[config.mk]
export PLATFORM = sky130hd
export DESIGN_NAME = ffua_ctrl
export DESIGN_NICKNAME = d
export VERILOG_FILES = /design/src/rtl/core/first_fit_unit_allocator_macros.svh /design/src/rtl/core/ffua_pkg.sv /design/src/rtl/core/ffua_ctrl.sv
export SDC_FILE = /design/constraint.sdc
export NUM_CORES = 1
export LEC_CHECK = 0
export BUFFER_PORTS_ARGS = -buffer_cell sky130_fd_sc_hd__buf_4
export CAP_MARGIN = 20
export CORE_AREA = 2 2 39 41
export DETAILED_ROUTE_END_ITERATION = 12
export DIE_AREA = 0 0 41 43
export PLACE_DENSITY = 0.6
export SLEW_MARGIN = 20
export SYNTH_ARGS = -nofsm -noshare
export SYNTH_HDL_FRONTEND = slang
export SYNTH_SLANG_ARGS = --single-unit
[constraint.sdc]
create_clock -name i_clk -period 1.9 [get_ports i_clk]
set_input_delay 0.19 -clock i_clk [delete_from_list [all_inputs] [get_ports i_clk]]
set_output_delay 0.19 -clock i_clk [all_outputs]
set_load 0.03 [all_outputs]
[src/rtl/core/first_fit_unit_allocator_macros.svh]
`ifndef FIRST_FIT_UNIT_ALLOCATOR_MACROS_SVH
`define FIRST_FIT_UNIT_ALLOCATOR_MACROS_SVH

// same-cycle implication, checked outside reset
`define FFUA_ASSERT_NOW(label, clk, rst_n, ante, cons) \
    label: assert property (@(posedge clk) disable iff (!rst_n) (ante) |-> (cons)) \
        else $error("allocator check failed");

// next-cycle implication, checked outside reset
`define FFUA_ASSERT_NEXT(label, clk, rst_n, ante, cons) \
    label: assert property (@(posedge clk) disable iff (!rst_n) (ante) |=> (cons)) \
        else $error("allocator check failed");

`endif

[src/rtl/core/ffua_pkg.sv]
package ffua_pkg;

    localparam int OWNER_ID_W = 10;
    localparam int SIZE_W     = 11;
    localparam int START_W    = 10;
    localparam int FREED_W    = 11;
    localparam int POOL_W     = 11;

    localparam int DEF_MAX_UNITS  = 1024;
    localparam int DEF_OWNER_BITS = 10;

    localparam logic OP_ALLOC = 1'b0;
    localparam logic OP_FREE  = 1'b1;

    typedef struct packed {
        logic                  operation;
        logic [SIZE_W-1:0]     request_size;
        logic [OWNER_ID_W-1:0] owner_id;
    } t_request;

    typedef struct packed {
        logic               success;
        logic [START_W-1:0] start_unit;
        logic [FREED_W-1:0] freed_units;
    } t_result;

    // controller -> datapath
    typedef struct packed {
        logic load;
        logic reject;
        logic clear;
        logic scan;
        logic fill;
        logic finish;
    } t_cmd;

    // datapath -> controller
    typedef struct packed {
        logic req_free;
        logic req_ok;
        logic found;
        logic scan_done;
        logic fill_last;
        logic clear_last;
    } t_status;

endpackage

[src/rtl/core/ffua_ctrl.sv]
module ffua_ctrl
    import ffua_pkg::*;
(
    input  logic    i_clk,
    input  logic    i_rst_n,
    input  logic    i_start,
    input  t_status i_status,
    output t_cmd    o_cmd,
    output logic    o_busy
);

    typedef enum logic [4:0] {
        S_CLEAR = 5'b00001,
        S_IDLE  = 5'b00010,
        S_SCAN  = 5'b00100,
        S_FILL  = 5'b01000,
        S_FREE  = 5'b10000
    } t_state;

    t_state r_state;
    t_state n_state;

    always_ff @(posedge i_clk) begin
        if (!i_rst_n) begin
            r_state <= S_CLEAR;
        end else begin
            r_state <= n_state;
        end
    end

    always_comb begin
        n_state = r_state;
        o_cmd   = '0;
        unique case (r_state)
            S_CLEAR: begin
                o_cmd.clear = 1'b1;
                if (i_status.clear_last) begin
                    n_state = S_IDLE;
                end
            end
            S_IDLE: begin
                if (i_start) begin
                    o_cmd.load = 1'b1;
                    if (i_status.req_free) begin
                        n_state = S_FREE;
                    end else if (i_status.req_ok) begin
                        n_state = S_SCAN;
                    end else begin
                        o_cmd.reject = 1'b1;
                    end
                end
            end
            S_SCAN: begin
                o_cmd.scan = 1'b1;
                if (i_status.found) begin
                    n_state = S_FILL;
                end else if (i_status.scan_done) begin
                    o_cmd.finish = 1'b1;
                    n_state      = S_IDLE;
                end
            end
            S_FILL: begin
                o_cmd.fill = 1'b1;
                if (i_status.fill_last) begin
                    o_cmd.finish = 1'b1;
                    n_state      = S_IDLE;
                end
            end
            S_FREE: begin
                o_cmd.scan = 1'b1;
                if (i_status.scan_done) begin
                    o_cmd.finish = 1'b1;
                    n_state      = S_IDLE;
                end
            end
            default: begin
                n_state = S_IDLE;
            end
        endcase
    end

    assign o_busy = (r_state != S_IDLE);

endmodule

# Word-level counts from Yosys, hierarchy flattened
# Index checks and enable logic that the tools add are counted.
[totals]
regBits = 5
word_cells = 32
input_bits = 9
out_inout_bits = 7
[classes]
n_eq_ne = 10
mux = 19
reduce_logical = 2
[op_table]
columns = ["cell", "n"]
rows = [
  ["2-to-1 mux 5 bit", 7],
  ["case mux 5 bit (5 select lines)", 1],
  ["2-to-1 mux 1 bit", 8],
  ["!= test 2 bit, second input constant", 3],
  ["equality test 5 x 1 -> 1 bit, second input constant", 1],
  ["equality test 5 x 2 -> 1 bit, second input constant", 1],
  ["equality test 5 x 3 -> 1 bit, second input constant", 1],
  ["equality test 5 x 4 -> 1 bit, second input constant", 1],
  ["equality test 5 bit, second input constant", 1],
  ["!= test 5 x 2 -> 1 bit, second input constant", 1],
  ["2-to-1 mux 2 bit", 2],
  ["AND reduction 4 bit", 1],
  ["!= test 3 bit, second input constant", 1],
  ["case mux 1 bit (3 select lines)", 1],
  ["OR reduction 2 bit", 1],
]

# Depth between registers and ports, before layout
# Gate-level depths: netlist (run 1).
[logic_depth]
word_depth = 4
ltp_mapped = 5

# Worst setup path before layout (run 1)
# No wires, ideal clock.
[synth_path]
path_kind = "register to output"
start = "register r_state[4]"
end = "output port o_cmd[4] in the netlist's numbering"
required_ps = 1710
arrival_time_ps = 1834
stages_incl_launch_ff = 4
path_slack_ps = -124
path_buffers = 0
path_cell_list = "dfxtp_1 -> nor2_1 -> nand3_1 -> nor4_1"
[synth_lines]
columns = ["item", "line", "text"]
rows = [
  ["from (decl)", "ffua_ctrl.sv:20", "t_state r_state;"],
  ["from (signal assigned)", "ffua_ctrl.sv:27", "r_state <= n_state;"],
  ["to (decl)", "ffua_ctrl.sv:8", "output t_cmd o_cmd,"],
]

==> flow_summary_export.csv, run 1 <==
group,metric,value,unit
global_route,antenna_found_initial,0,
sta,hold_ws,0.167,ns
synthesis,netlist_instances,45,
detailed_routing,via_count,390,
synthesis,synth_cell_types,26,
synthesis,ys_seq_area_share,28.2,%
sta,period_minus_slack,1.63,ns
floorplanning,die_area,1760,um2
finish,antenna_cells,0,
sta,timing.final.crit_share,85.9,%
synthesis,synth_warnings,0,
synthesis,synth_seq_cells,5,
global_route,grt_max_degree,9,
run_status,outcome,"finished clean",
clocking,cts-resized-gates,0,
sta,slew_headroom,79.0,%
detailed_routing,ant_nets,0,
clocking,postCtsHoldBufs,0,
power,total_power,347,uW
placement,dp_cells,75,
critical_path,endpoint_kind,"output port",
power,peakVddDrop,0.211,mV
global_route,grt_pass1_wl,1460,um
floorplanning,die_w,41,um
finish,nNetsFinal,73,
synthesis,syn_nets,54,
critical_path,cp_cell_sequence,"nor3_1 -> and3b_1 -> nand2_1 -> nand2_1 -> buf_4",
finish,drive_gt1_share,36.5,%
floorplanning,dieHeight,43,um
placement,place_ws,0.479,ns
clocking,clk_latency,0.25,ns
floorplanning,io_pins,16,
critical_path,slowest_stage,"dfxtp_1",
critical_path,max_stage_delay,0.37,ns
placement,gp_congestion,0.760,
power,p_leak,0.241,nW
clocking,post_cts_buffers,0,
flow_run,drv_cap,0,
synthesis,yosys.area.top_type,"dfxtp_1",
sta,hold_violations,0,
critical_path,timing.rr.start,"r_state[2]",
clocking,htree_levels,1,
critical_path,crit_fanout,8,
global_route,gr-usage-all-layers,12.4,%
synthesis,ys_top_cells_by_area,"dfxtp_1 (28%), o41ai_4 (7.7%), nor2_1 (6.3%), nand2_1 (5.3%), nor4_1 (3.5%)",
finish,nFillCells,157,
finish,finalNonFillerCells,79,
finish,area_growth_syn_to_layout,45.1,%
worst_hold_path,min_path_type,"input port to flop",
sta,rsz0062_at_grt,"false",
critical_path,crit_path_frequent_cell,"nand2_1",
detailed_routing,first_iter_violations,10,
placement,dp_hpwl,745,um
sta,max_freq,613,MHz
critical_path,ff2ff_path_depth,4,
sta,finalClockSkew,0.00322,ns
critical_path,reg2reg_slack,0.49,ns
floorplanning,core_area,1380,um2
finish,largest_reg_flops,5,
detailed_routing,avgRoutedWirePerCell,11.8,um
detailed_routing,vias_per_cell,4.94,
critical_path,worstPathRequired,1.71,ns
critical_path,critPathKind,"flop to output port",
clocking,cts_max_path_buffers,2,
critical_path,crit_path_start_kind,"flop",
finish,regMostFlops,"r_state",
clocking,cts_tree,"yes",
power,power.density,673,nW/um2
finish,layout_commonest_cell,"buf_4",
worst_hold_path,holdCritStartpoint,"i_rst_n",
worst_hold_path,hold_end,"r_state[0]",
synthesis,synth.avg_cell_area,7.90,um2
clocking,clock-sinks,5,
placement,port_buffers,15,
detailed_routing,firstDrtPassIters,3,
finish,final_cell_mix,"buf_4 (15), nor2_1 (6), nand2_1 (5), dfxtp_1 (5)",
critical_path,rr_endpoint,"r_state[1]",
detailed_routing,wl,931,um
clocking,clk_transition_reported_paths,0.04,ns
clocking,numCtsBuffers,3,
sta,slew_viol_final,0,
sta,setup_violations,0,
sta,worst_pin_slew,0.313,ns
sta,tns,0,ns
finish,top_regs,"r_state: 5 flops",
detailed_routing,drcViolationCount,0,
worst_hold_path,hold_depth,2,
sta,timing.final.ws_setup,0.269,ns
global_route,grt_pass1_vias,386,
floorplanning,rows,14,
floorplanning,start_util,25.7,%
critical_path,critPathArrivalTime,1.44,ns
global_route,grt_overflow,0,
clocking,clock-root-buffer,"clkbuf_4",
synthesis,synth_area,355,um2
synthesis,yosysTopAreaCellShare,28.2,%
## synthesized netlist by cell type (all sizes together)
cell type,count
nand4,1
nor3b,1
nor2,6
or2,1
a21boi,1
nor2b,1
a21oi,2
nand3,2
dfxtp,5
a32o,1
o211ai,1
nand3b,1
or2b,1
nand4b,1
and2b,1
buf,1
nand2,5
inv,3
o32a,1
o21ai,2
nor4,2
and3b,1
nor3,3
o41ai,1
## metal layers
metal	vias up	part of all wire, %	GRT usage [%]
met5	-	0	0
met4	0	1.5	10.0
met3	2	11	3.14
met2	17	48	18.8
met1	169	39	13.6
li1	202	-	-
## logic make-up (layout without fill, tap and decap cells)
kind of cell	Yosys count	count (layout)	synth area share, %
buffers and inverters	4	22	4.58
AND/OR/NAND/NOR	27	27	43.0
flip-flops	5	5	28.2
AO/OA/AOI/OAI	9	9	24.3
## how the worst max path moves through the flow
stage                           from    endpoint  cells past startpoint
after detailed placement  r_state[2]  r_state[1]                      4
after floorplan           r_state[4]    o_cmd[4]                      3
after global placement    r_state[2]  r_state[1]                      4
final                     r_state[4]    o_cmd[0]                      5
after CTS                 r_state[4]    o_cmd[0]                      5
after global routing      r_state[4]    o_cmd[0]                      5
## layout make-up
class                   count  area, um2  area share [%]
flip-flops and latches      5        100            19.4
clock buffers               4       26.3            5.10
multi-input cells          36        245            47.6
repair buffers             15        113            21.8
well taps                  16       20.0            3.88
inverters                   3       11.3            2.18
## power breakdown
group          internal [mW]  total [mW]  switching [mW]
clock                 0.0798       0.130          0.0502
sequential             0.112       0.125          0.0132
combinational         0.0418      0.0919          0.0501
total                  0.234       0.347           0.113
## per-stage QoR
step,cell area [um2],utilization (%)
after global routing,515,37.3
after global placement,489,35.4
after detailed placement,489,35.4
final,515,37.3
after floorplan,362,-
after CTS,515,37.3
## worst max-delay path, delay by kind of cell (launching register included)
kind	cells	cell delay, ns
buffers and inverters	1	0.15
DFF	1	0.37
and+or+nand+nor	4	0.67
Note: power is estimated with default switching activity, not from simulation.
==> run 2: changes to the inputs <==
CTS_BUF_LIST = sky130_fd_sc_hd__clkbuf_4 sky130_fd_sc_hd__clkbuf_8   (was not set)
PLACE_DENSITY = 0.62   (was 0.6)
clock period = 1.5 ns   (was 1.9 ns; I/O delays follow)
==> run 2 against run 1 <==
Compared with the run above: first-iteration DRC count fell by 60%; critical endpoint unchanged; combinational power rose by 68%; largest power group is now sequential cells; final cell count rose by 6.3%; count of clock-buffer cells in the layout fell by 1; highest routed layer is now met3.
==> flow_summary_export.csv, run 2 (same netlist as run 1, synthesis figures left out) <==
group,metric,value,unit
critical_path,reg2reg_slack,0.15,ns
sta,slew_headroom,80.8,%
finish,fin_area,612,um2
detailed_routing,vias_per_cell,4.82,
global_route,grt_max_degree,9,
global_route,gr-usage-all-layers,13.5,%
clocking,htree_levels,1,
placement,dp_hpwl,728,um
power,net-switching-power,163,uW
finish,antenna_cells,0,
power,clkPwrFrac,34.0,%
clocking,clk_latency,0.25,ns
run_status,outcome,"finished clean",
global_route,grt_pass1_vias,392,
floorplanning,die_w,41,um
critical_path,critPathKind,"flop to output port",
finish,multi_input_area,285,um2
sta,rsz0062_at_grt,"true",
detailed_routing,ant_nets,0,
power,share_comb_of_total_power,32.1,%
power,power.density,785,nW/um2
sta,period_minus_slack,1.45,ns
sta,worst_pin_slew,0.287,ns
critical_path,endpoint_kind,"output port",
finish,final_cell_mix,"buf_4 (18), nor2_1 (5), inv_1 (3), nand2_1 (3), clkbuf_4 (3)",
floorplanning,start_util,25.7,%
floorplanning,dieHeight,43,um
global_route,antenna_found_initial,0,
clocking,clk_transition_reported_paths,0.05,ns
critical_path,crit_path_start_kind,"flop",
floorplanning,core_area,1380,um2
global_route,grt_pass1_wl,1630,um
finish,regMostFlops,"r_state",
detailed_routing,wl,965,um
worst_hold_path,min_path_type,"input port to flop",
detailed_routing,firstDrtPassIters,2,
power,power.internal,317,uW
sta,timing.final.crit_share,96.6,%
detailed_routing,via_count,405,
sta,setup_violations,0,
floorplanning,io_pins,16,
finish,area_growth_syn_to_layout,72.2,%
critical_path,critPathArrivalTime,1.30,ns
power,peakVddDrop,0.441,mV
detailed_routing,avgRoutedWirePerCell,11.5,um
clocking,clock-root-buffer,"clkbuf_4",
placement,port_buffers,15,
placement,placed_area,508,um2
power,p_sw_share,34.0,%
sta,hold_violations,0,
sta,timing.final.ws_setup,0.0504,ns
power,p_leak,0.275,nW
detailed_routing,drcViolationCount,0,
finish,top_regs,"r_state: 5 flops",
finish,regArea,110,um2
flow_run,drv_cap,0,
clocking,cts_tree,"yes",
sta,finalClockSkew,0.00836,ns
detailed_routing,first_iter_violations,4,
clocking,cts_max_path_buffers,2,
sta,slew_viol_final,0,
floorplanning,die_area,1760,um2
sta,hold_ws,0.113,ns
sta,max_freq,690,MHz
finish,nFillCells,139,
global_route,grt_overflow,0,
finish,largest_reg_flops,5,
critical_path,worstPathRequired,1.35,ns
finish,drive_gt1_share,57.4,%
finish,nNetsFinal,78,
floorplanning,rows,14,
sta,tns,0,ns
placement,place_ws,0.108,ns
clocking,numCtsBuffers,3,
placement,gp_congestion,0.800,
critical_path,crit_fanout,5,
power,power_frac_seq,34.0,%
finish,layout_commonest_cell,"buf_4",
clocking,clock-sinks,5,
-- run 2: layout make-up --
cell class	instances	area share (%)
clock inverter	1	0.818
clock buffer	3	3.68
multi-input combinational	36	46.6
sequential	5	18.0
timing repair buffer	20	25.8
inverter	3	1.84
tap	16	3.27
-- run 2: final timing paths --
kind,start,end,depth (start not counted)
max,r_state[1],o_cmd[0],5
min,i_status[0],r_state[0],2
max reg2reg,r_state[3],r_state[1],4
min reg2reg,r_state[0],r_state[4],1
-- run 2: power groups by stage --
| stage | clock [mW] | combinational, mW | sequential (mW) |
|---|---|---|---|
| 2_1_floorplan | 0 | 0.0861 | 0.149 |
| 3_3_place_gp | 0 | 0.129 | 0.158 |
| 3_5_place_dp | 0 | 0.129 | 0.158 |
| 6_report | 0.163 | 0.154 | 0.163 |
| 4_1_cts | 0.166 | 0.143 | 0.159 |
| 5_1_grt | 0.178 | 0.167 | 0.164 |
-- run 2: per-layer routing --
layer,GRT usage [%],share of wire (%)
met1,17.5,43
met2,20.0,52
met3,3.66,5.0
met4,6.00,0
met5,0,0
-- run 2: metrics by stage --
step | power (mW) | util (%) | std cells
final | 0.481 | 44.2 | 84
after global routing | 0.510 | 44.2 | 84
after CTS | 0.469 | 41.6 | 82
after detailed placement | 0.287 | 36.7 | 76
after global placement | 0.286 | 36.7 | 76
after floorplan | 0.236 | - | 45
-- run 2: critical path, cell delays in order, from the launching register on --
cell	delay [ns]
dfxtp_4	0.37
buf_6	0.13
nor3_4	0.17
o211ai_1	0.16
nand2_2	0.09
buf_6	0.12
-- run 2: repair_timing --
action,CTS,global route
hold buffers,0,0
pin swaps,2,2
gates resized for setup,9,7
setup buffers,2,2
setup endpoints to repair,5,5
==> run 3: changes to the inputs <==
PLACE_DENSITY = not set   (was 0.62)
PLACE_DENSITY_LB_ADDON = 0.15   (was not set)
==> run 3 against run 2 <==
Compared with the run above: sequential power increased by 2%; non-clock buffer count decreased by 5; clock skew decreased by 0.0053 ns; fmax decreased by 1.1%.
==> flow_summary_export.csv, run 3 (same netlist as run 1, synthesis figures left out) <==
group,metric,value,unit
detailed_routing,wl,912,um
placement,port_buffers,15,
worst_hold_path,hold_end,"r_state[0]",
sta,finalClockSkew,0.00304,ns
floorplanning,die_w,41,um
critical_path,rr_endpoint,"r_state[1]",
clocking,htree_levels,1,
sta,slew_viol_final,0,
finish,antenna_cells,0,
critical_path,slowest_stage,"dfxtp_4",
flow_run,drv_cap,0,
sta,timing.final.ws_setup,0.0340,ns
sta,hold_violations,0,
floorplanning,die_area,1760,um2
detailed_routing,firstDrtPassIters,3,
critical_path,ff2ff_path_depth,4,
floorplanning,dieHeight,43,um
finish,final_cell_mix,"buf_4 (14), nand2_1 (5), clkbuf_4 (4)",
clocking,clk_transition_reported_paths,0.05,ns
critical_path,worstPathRequired,1.35,ns
global_route,grt_overflow,0,
clocking,cts_max_path_buffers,2,
power,share_comb_of_total_power,26.6,%
sta,worst_pin_slew,0.324,ns
power,total_power,476,uW
power,power_frac_seq,35.1,%
placement,gp_congestion,0.767,
clocking,clock-root-buffer,"clkbuf_4",
finish,regMostFlops,"r_state",
sta,period_minus_slack,1.47,ns
finish,area_growth_syn_to_layout,60.9,%
critical_path,critPathKind,"flop to output port",
power,p_leak,0.252,nW
finish,utilization,41.3,%
critical_path,timing.rr.start,"r_state[3]",
critical_path,crit_path_start_kind,"flop",
critical_path,cp_cell_sequence,"and2b_1 -> o211ai_1 -> nand2_1 -> buf_6",
power,power.density,832,nW/um2
detailed_routing,ant_nets,0,
placement,dp_cells,75,
critical_path,worst-path-buf-inv,1,
clocking,post_cts_buffers,0,
clocking,numCtsBuffers,3,
worst_hold_path,hold_depth,2,
clocking,clock-sinks,5,
sta,slew_headroom,78.3,%
power,clkPwrFrac,38.3,%
sta,rsz0062_at_grt,"true",
detailed_routing,drcViolationCount,0,
global_route,grt_pass1_vias,319,
power,p_sw_share,32.7,%
global_route,grt_max_degree,9,
critical_path,crit_fanout,7,
worst_hold_path,holdCritStartpoint,"i_rst_n",
sta,timing.final.crit_share,97.7,%
detailed_routing,avgRoutedWirePerCell,11.5,um
finish,finalNonFillerCells,79,
finish,top_regs,"r_state: 5 flops",
finish,largest_reg_flops,5,
critical_path,max_stage_delay,0.37,ns
floorplanning,start_util,25.7,%
placement,dp_hpwl,732,um
power,net-switching-power,156,uW
critical_path,reg2reg_slack,0.08,ns
clocking,clk_latency,0.25,ns
global_route,antenna_found_initial,0,
finish,nNetsFinal,73,
floorplanning,io_pins,16,
critical_path,critPathArrivalTime,1.32,ns
critical_path,cp_top_family,"flip-flops",
finish,layout_commonest_cell,"buf_4",
critical_path,endpoint_kind,"output port",
power,power.internal,320,uW
finish,drive_gt1_share,54.0,%
run_status,outcome,"finished clean",
placement,place_ws,0.0783,ns
floorplanning,rows,14,
sta,max_freq,682,MHz
detailed_routing,first_iter_violations,6,
clocking,cts_tree,"yes",
detailed_routing,vias_per_cell,4.97,
sta,hold_ws,0.128,ns
global_route,gr-usage-all-layers,11.4,%
floorplanning,core_area,1380,um2
power,peakVddDrop,0.456,mV
sta,setup_violations,0,
detailed_routing,via_count,393,
clocking,postCtsHoldBufs,0,
worst_hold_path,min_path_type,"input port to flop",
global_route,grt_pass1_wl,1350,um
[run 3: changes by cell type in the layout (fill, tap and decap cells not counted), moves of 2 or more]
cell	previous run	this run
nand2_2	2	0
nand2_1	3	5
buf_4	18	14
nor2_1	5	3
nor2_2	1	3
[run 3: layout make-up]
| type | count | area [um2] |
|---|---|---|
| inverter | 3 | 11.3 |
| multi-input combinational | 36 | 287 |
| fill | 144 | 812 |
| tap | 16 | 20.0 |
| clock buffer | 4 | 30.0 |
| sequential | 5 | 108 |
| timing repair buffer | 15 | 116 |
[run 3: per-stage QoR]
step           TNS, ns  instance area, um2
3_3_place_gp         0                 500
4_1_cts              0                 546
5_1_grt        -0.0183                 572
2_1_floorplan  -0.0155                 373
3_5_place_dp         0                 500
6_report             0                 572
[run 3: worst max path at each step]
| stage | from | end | slack [ns] | cells after the start |
|---|---|---|---|---|
| after floorplan | r_state[4] | o_cmd[4] | -0.02 | 3 |
| after global placement | r_state[2] | r_state[1] | 0.08 | 4 |
| after detailed placement | r_state[2] | r_state[1] | 0.08 | 4 |
| after CTS | r_state[4] | o_cmd[0] | 0.03 | 5 |
| after global routing | r_state[0] | o_cmd[0] | -0.02 | 5 |
| final | r_state[2] | o_cmd[0] | 0.03 | 4 |
[run 3: power groups by stage]
stage	Sequential (mW)	Clock [mW]	Combinational [mW]
finish	0.167	0.182	0.127
global placement	0.161	0	0.122
CTS	0.163	0.183	0.123
global route	0.168	0.188	0.138
floorplan	0.149	0	0.0861
detailed placement	0.162	0	0.121
[run 3: what timing repair did]
action | CTS | global route
endpoints found under the setup margin | 3 | 4
pin swaps | 0 | 2
gates resized for setup | 6 | 7
[run 3: routing by layer]
layer  track usage [%]  up-vias  share of wire (%)
met1              15.4      178                 46
met2              14.7       14                 44
met4              10.0        0                2.7
met5                 0        -                  0
met3              2.09        2                6.9
li1                  -      199                  -
